File: config.mk
export PLATFORM = sky130hd
export DESIGN_NAME = siphash_2_4_hasher_unit
export DESIGN_NICKNAME = d
export VERILOG_FILES = /design/src/sv/sip_pkg.sv /design/src/sv/sip_round.sv /design/src/sv/siphash_2_4_hasher_unit.sv
export SDC_FILE = /design/constraint.sdc
export NUM_CORES = 2
export LEC_CHECK = 0
export ABC_CLOCK_PERIOD_IN_PS = 11300
export BUFFER_PORTS_ARGS = -buffer_cell sky130_fd_sc_hd__buf_2
export CORE_MARGIN = 2
export CORE_UTILIZATION = 50
export DETAILED_ROUTE_END_ITERATION = 8
export PLACE_DENSITY = 0.75
export SYNTH_ARGS = -nofsm -noshare
export SYNTH_HDL_FRONTEND = slang
export SYNTH_SLANG_ARGS = --single-unit
File: constraint.sdc
create_clock -name clk -period 11.3 [get_ports clk]
set_clock_uncertainty 0.2 [all_clocks]
set_input_delay 0.565 -clock clk [delete_from_list [all_inputs] [get_ports clk]]
set_output_delay 0.565 -clock clk [all_outputs]
set_load 0.005 [all_outputs]
File: src/sv/sip_pkg.sv
`default_nettype none
package sip_pkg;

	typedef logic [63:0] word_t;
	typedef word_t [3:0] chain_t;

	// configuration register indices
	typedef enum logic {
		CFG_KEY_LOW  = 1'b0,
		CFG_KEY_HIGH = 1'b1
	} cfg_reg_t;

	localparam word_t KEY_LOW_RST  = 64'ha6592ea25e04ac3c;
	localparam word_t KEY_HIGH_RST = 64'hba3cba04ed28a9ae;

	localparam word_t SIP_C0 = 64'h736f6d6570736575;
	localparam word_t SIP_C1 = 64'h646f72616e646f6d;
	localparam word_t SIP_C2 = 64'h6c7967656e657261;
	localparam word_t SIP_C3 = 64'h7465646279746573;

	localparam word_t FIN_XOR = 64'h00000000000000ff;

	localparam int unsigned LEN_SHIFT = 56;

endpackage
`default_nettype wire

File: src/sv/sip_round.sv
`default_nettype none
// One SipRound, purely combinational.
module sip_round (
	input  wire sip_pkg::chain_t chain_in,
	output sip_pkg::chain_t      chain_out
);
	import sip_pkg::*;

	function automatic word_t rotl(input word_t x, input int unsigned n);
		return (x << n) | (x >> (64 - n));
	endfunction

	word_t a0, b0, c0, d0;
	word_t a1, b1, c1, d1;
	word_t a2, d2;
	word_t a3, d3;
	word_t b4, c4;

	always_comb begin
		a0 = chain_in[0] + chain_in[1];
		b0 = rotl(chain_in[1], 13) ^ a0;
		a1 = rotl(a0, 32);
		c0 = chain_in[2] + chain_in[3];
		d0 = rotl(chain_in[3], 16) ^ c0;
		a2 = a1 + d0;
		d2 = rotl(d0, 21) ^ a2;
		c1 = c0 + b0;
		b1 = rotl(b0, 17) ^ c1;
		c4 = rotl(c1, 32);
		a3 = a2;
		d3 = d2;
		b4 = b1;
		d1 = d3;
		chain_out[0] = a3;
		chain_out[1] = b4;
		chain_out[2] = c4;
		chain_out[3] = d1;
	end

endmodule
`default_nettype wire

File: src/sv/siphash_2_4_hasher_unit.sv
`default_nettype none
// SipHash-2-4 over a stream of little-endian 64-bit words, one SipRound unit
// shared by every round. A full word takes two rounds, and the next word is
// taken in the last of them. A last item with 0..7 bytes takes 2 rounds for
// the tail block, 4 finalisation rounds and a step to fold the digest into
// the output register, after which the unit is idle and takes the next
// item; a last item with 8 bytes adds 2 rounds for the full word. The digest
// sits in its own output register, so the next message may start while a
// hash still waits to be taken; a digest only stalls the unit if the
// previous one is still held at the moment it is ready. Key registers are
// written through the cfg port (index 0 key low, index 1 key high) and take
// effect at the next message start; write them only while the unit is idle.
module siphash_2_4_hasher_unit (
	input  wire logic             clk,
	input  wire logic             arst_n,
	// configuration write channel
	input  wire logic             cfg_valid,
	output logic                  cfg_ready,
	input  wire sip_pkg::cfg_reg_t cfg_index,
	input  wire sip_pkg::word_t   cfg_data,
	// message channel
	input  wire logic             msg_valid,
	output logic                  msg_stall,
	input  wire sip_pkg::word_t   message_word,
	input  wire logic [3:0]       byte_count,
	input  wire logic             last_word,
	// digest channel
	output logic                  hash_valid,
	input  wire logic             hash_stall,
	output sip_pkg::word_t        hash_value
);
	import sip_pkg::*;

	typedef enum logic [3:0] {
		ST_IDLE = 4'b0001,
		ST_COMP = 4'b0010,
		ST_FIN  = 4'b0100,
		ST_DONE = 4'b1000
	} state_t;

	state_t      state_q;
	logic [1:0]  rnd_q;
	logic        inside_q;      // mid-message: chain already keyed
	logic        is_tail_q;     // block in flight is the final (length) block
	logic        need_tail_q;   // full last word: empty tail block follows
	logic [7:0]  len_q;         // byte tally mod 256
	word_t       key_low_q;
	word_t       key_high_q;
	chain_t      chain_q;
	word_t       m_q;           // block being compressed
	word_t       tail_q;        // queued tail block
	word_t       hash_q;
	logic        hash_valid_q;

	chain_t      chain_rnd;
	chain_t      chain_done;
	chain_t      chain_key;
	chain_t      chain_start;
	logic [3:0]  cnt_sat;
	logic        full_in;
	logic [7:0]  len_total;
	word_t       tail_word;
	word_t       tail_block;
	word_t       first_block;
	logic        accept;
	logic        comp_end;
	logic        free_end;
	logic        out_free;

	sip_round u_round (
		.chain_in  (chain_q),
		.chain_out (chain_rnd)
	);

	assign cfg_ready  = 1'b1;
	assign hash_valid = hash_valid_q;
	assign hash_value = hash_q;

	assign comp_end = (state_q == ST_COMP) && (rnd_q == 2'd1);
	// plain full word finishing: next word may enter this cycle
	assign free_end = comp_end && !is_tail_q && !need_tail_q;
	assign msg_stall = !((state_q == ST_IDLE) || free_end);
	assign accept = msg_valid && !msg_stall;
	assign out_free = !hash_valid_q || !hash_stall;

	always_comb begin
		// end of compression: fold the block back into v0
		chain_done    = chain_rnd;
		chain_done[0] = chain_rnd[0] ^ m_q;

		chain_key[0] = key_low_q  ^ SIP_C0;
		chain_key[1] = key_high_q ^ SIP_C1;
		chain_key[2] = key_low_q  ^ SIP_C2;
		chain_key[3] = key_high_q ^ SIP_C3;

		// non-last words count as 8 bytes; oversize counts saturate
		if (!last_word || byte_count[3])
			cnt_sat = 4'd8;
		else
			cnt_sat = byte_count;
		full_in   = cnt_sat[3];
		len_total = (inside_q ? len_q : 8'd0) + {4'd0, cnt_sat};

		for (int i = 0; i < 8; i++) begin
			if (!full_in && (4'(i) < cnt_sat))
				tail_word[8*i +: 8] = message_word[8*i +: 8];
			else
				tail_word[8*i +: 8] = 8'd0;
		end
		tail_block  = ({56'd0, len_total} << LEN_SHIFT) | tail_word;
		first_block = full_in ? message_word : tail_block;

		if (!inside_q)
			chain_start = chain_key;
		else if (state_q == ST_IDLE)
			chain_start = chain_q;
		else
			chain_start = chain_done;
		chain_start[3] = chain_start[3] ^ first_block;
	end

	// control
	always_ff @(posedge clk or negedge arst_n) begin
		if (!arst_n) begin
			state_q      <= ST_IDLE;
			rnd_q        <= 2'd0;
			inside_q     <= 1'b0;
			is_tail_q    <= 1'b0;
			need_tail_q  <= 1'b0;
			len_q        <= 8'd0;
			key_low_q    <= KEY_LOW_RST;
			key_high_q   <= KEY_HIGH_RST;
			hash_valid_q <= 1'b0;
		end else begin
			if (cfg_valid && cfg_ready) begin
				unique case (cfg_index)
					CFG_KEY_LOW:  key_low_q  <= cfg_data;
					CFG_KEY_HIGH: key_high_q <= cfg_data;
					default: ;
				endcase
			end

			// new digest loads as the old one leaves
			if ((state_q == ST_DONE) && out_free)
				hash_valid_q <= 1'b1;
			else if (hash_valid_q && !hash_stall)
				hash_valid_q <= 1'b0;

			if (accept) begin
				state_q     <= ST_COMP;
				rnd_q       <= 2'd0;
				is_tail_q   <= !full_in;
				need_tail_q <= last_word && full_in;
				len_q       <= last_word ? 8'd0 : len_total;
				inside_q    <= !last_word;
			end else begin
				unique case (state_q)
					ST_IDLE: ;
					ST_COMP: begin
						if (comp_end) begin
							rnd_q <= 2'd0;
							if (is_tail_q)
								state_q <= ST_FIN;
							else if (need_tail_q) begin
								is_tail_q   <= 1'b1;
								need_tail_q <= 1'b0;
							end else
								state_q <= ST_IDLE;
						end else
							rnd_q <= rnd_q + 2'd1;
					end
					ST_FIN: begin
						rnd_q <= rnd_q + 2'd1;
						if (rnd_q == 2'd3)
							state_q <= ST_DONE;
					end
					ST_DONE: begin
						if (out_free)
							state_q <= ST_IDLE;
					end
					default: state_q <= ST_IDLE;
				endcase
			end
		end
	end

	// datapath
	always_ff @(posedge clk) begin
		if (accept) begin
			chain_q <= chain_start;
			m_q     <= first_block;
			tail_q  <= tail_block;
		end else begin
			unique case (state_q)
				ST_IDLE: ;
				ST_COMP: begin
					if (!comp_end)
						chain_q <= chain_rnd;
					else if (is_tail_q)
						chain_q <= {chain_done[3], chain_done[2] ^ FIN_XOR,
							chain_done[1], chain_done[0]};
					else if (need_tail_q) begin
						chain_q <= {chain_done[3] ^ tail_q, chain_done[2],
							chain_done[1], chain_done[0]};
						m_q     <= tail_q;
					end else
						chain_q <= chain_done;
				end
				ST_FIN: chain_q <= chain_rnd;
				ST_DONE: begin
					if (out_free)
						hash_q <= chain_q[0] ^ chain_q[1] ^ chain_q[2] ^ chain_q[3];
				end
				default: ;
			endcase
		end
	end

endmodule
`default_nettype wire
==> results.txt <==
status: complete, but fails checks
failing checks: capacitance limit, slew limit
Final Max Tran Viols: 5
endpoints failing hold: 0
DR pass1 iterations: 9
final setup fails: 0
clk slew on worst S/H paths: 60 ps
Initial Util: 50.5%
Worst R2R Path Depth: 24
clk_lat worst skew: 680 ps
register area: 17200 sq um
Hold Path Class: in2reg
Final nets: 5484
post_cts resized: 0
WP data arrival: 9720 ps
CTS tree: built
WL per Instance: 39.6 um
Synth Flop Type: edfxtp_1
gp weighted congestion: 1.20
R2R Path Start: chain_q[204]
top cells by area, synth: edfxtp_1 (29%), xnor2_1 (8.4%), ha_1 (7.0%)
Die Footprint: 95100 sq um
Mapped Nets: 5311
fill count: 8105
grt total ovfl: 0
synth cell count leaders: nand2_1 (635), edfxtp_1 (448), xnor2_1 (447)
Rows: 111
Hold EP: tail_q[49]
PortBufs: 204
Post-Place Setup Slack: 2600 ps
Cell Area, Synth: 46300 sq um
Synth top area share: 29.0%
Synth cell types: 119
Core Area: 91800 sq um
CP Capture Type: flop
H-tree levels: 3
hold wc startpoint: message_word[49]
critical path type: reg2reg
number of max-cap violations: 2
fin crit period: 9530 ps
post-CTS setup buffers: 0
cell area after layout: 51900 sq um
largest net degree at the start of global routing: 149
# IOs: 206
CP Launch Type: flop
top-count cell post-synth: nand2_1
layout cells sized above 1: 14.0%
chip height: 308 um
YS warnings: 0
Max clock buf depth: 3
Max Freq: 105 MHz
Die X: 308 um
setup TNS: 0 ps
largest fanout on the critical path: 11
DRT Wirelength: 253000 um
Via density: 6.97
area delta synth->final: 11.9%
dpl hpwl: 205000 um
DR iter-0 viols: 7848
reg2reg end: chain_q[239]
Mapped Cells: 4909
RSZ-0062 raised after global routing: no
Num CTS Buffers: 71
via count: 44600
Area after DPL: 48700 sq um
register area share after synthesis: 37.1%
Root Driver: clkbuf_16
Seq cells post-synth: 594
Mean Syn Cell Area: 9.44 sq um
GRT Util Overall: 52.3%
Async S/R FF share, synth: 24.6%
initial antenna violation count: 24
final worst-path cycle share: 84.3%
antenna-violating nets left: 0
setup ws final: 1770 ps
Post-synth EDFFs: 448
Hold Crit Depth: 2
worst hold slack: 19.9 ps
Worst EP required: 11490 ps
Synth area leader: edfxtp_1
# DRC: 0
reg2reg setup slack: 1770 ps
area of the multi-input gates: 27800 sq um
normalized max-slew margin: -7.62%
vias in the first global route: 40700
# clock sinks: 594
Tightest Pin Transition: 1610 ps
first-pass GRT wire length: 337000 um
==> kinds of logic after synthesis <==
group	synth area share, %
AOI/OAI and AO/OA	20.0
xor gates and xnor gates	16.3
and+or+nand+nor	12.7
muxes	3.55
adders and majority gates	7.18
other	0.00809
DFF	37.1
buffers and inverters	3.20
==> worst max-delay path by stage <==
stage | from | endpoint | slack [ps] | depth (start not counted)
2_1_floorplan | state_q[1] | chain_q[0] | 2740 | 11
3_3_place_gp | chain_q[204] | chain_q[62] | 2600 | 23
3_5_place_dp | chain_q[196] | chain_q[239] | 2600 | 24
4_1_cts | chain_q[196] | chain_q[239] | 2570 | 24
5_1_grt | chain_q[196] | chain_q[239] | 1740 | 24
6_report | chain_q[204] | chain_q[239] | 1770 | 24
==> cell type report <==
class	instances	share of cell area (%)
Antenna cell	14	0.0675
Clock inverter	21	0.425
Clock buffer	111	4.21
Multi-Input combinational cell	3939	53.6
Sequential cell	594	33.1
Tap cell	1243	3.00
Inverter	102	0.743
Timing Repair Buffer	374	4.83
==> state kept, by name (all words and copies together), names as in the netlist <==
register,cells
key_low_q,64
need_tail_q,1
is_tail_q,1
m_q,64
hash_value,64
key_high_q,64
inside_q,1
len_q,8
chain_q,256
hash_valid,1
tail_q,64
state_q,4
rnd_q,2
==> through the flow <==
stage	utilization [%]	instances
4_1_cts	56.4	6384
2_1_floorplan	-	4909
3_5_place_dp	53.0	6177
5_1_grt	56.5	6384
3_3_place_gp	53.0	6177
6_report	56.5	6398
==> layer usage <==
layer	routed length, um	global-route usage (%)	up-vias
met3	42400	25.3	887
met4	22800	37.3	22
met2	98800	70.9	3932
met5	323	0.982	-
li1	-	-	18200
met1	88900	64.3	21600
==> worst max-delay path, cell delays in order, from the launching register on <==
cell and delay (ps):
edfxtp_1 630, ha_1 540, nand2_1 130, nor3_1 320, nand4_1 380, a21oi_1 330, nor2_1 150, o31ai_1 560
a211oi_1 190, xnor2_1 850, xor2_1 880, ha_1 510, nand4_1 280, nor4_1 650, o211ai_1 180, a31oi_1 560
nor3_1 190, o21bai_1 320, a21oi_1 150, xnor2_1 340, xnor2_1 170, o211ai_1 250, o21ai_0 150, xnor2_1 220
o21ai_0 100
==> cells in the final DEF (no fill, tap or decap), types with 13 or more instances in the layout <==
master and instances:
a31oi_1 51, nor2b_1 30, ha_1 258, xnor2_1 446, o22ai_1 99, dlygate4sd3_1 75, inv_1 100, o31ai_1 29
diode_2 14, nor3_1 51, mux2i_1 17, edfxtp_1 448, clkbuf_1 22, o21bai_1 53, a211oi_1 34, dfstp_2 62
o21ai_0 317, nor2_1 205, a21oi_1 356, clkbuf_16 78, a21boi_0 17, o21ai_1 25, and2_1 59, buf_2 203
buf_4 94, o211ai_1 45, nand2b_1 22, a221oi_1 19, xor2_1 340, and3_1 61, nand2_1 629, o221ai_1 13
a221o_1 14, mux2_2 131, o21a_1 37, nand3_1 73, nand4_1 58, a21o_1 167, dfrtp_1 83
==> repair_timing <==
| item | 4_1_cts | 5_1_grt |
|---|---|---|
| hold buffers | 75 | 0 |
| endpoints found under the setup margin | 0 | 0 |
| endpoints found under the hold margin | 168 | 0 |
Power is not shown: default switching activity piles up to over one toggle a cycle in this logic, so the estimate is an artifact.
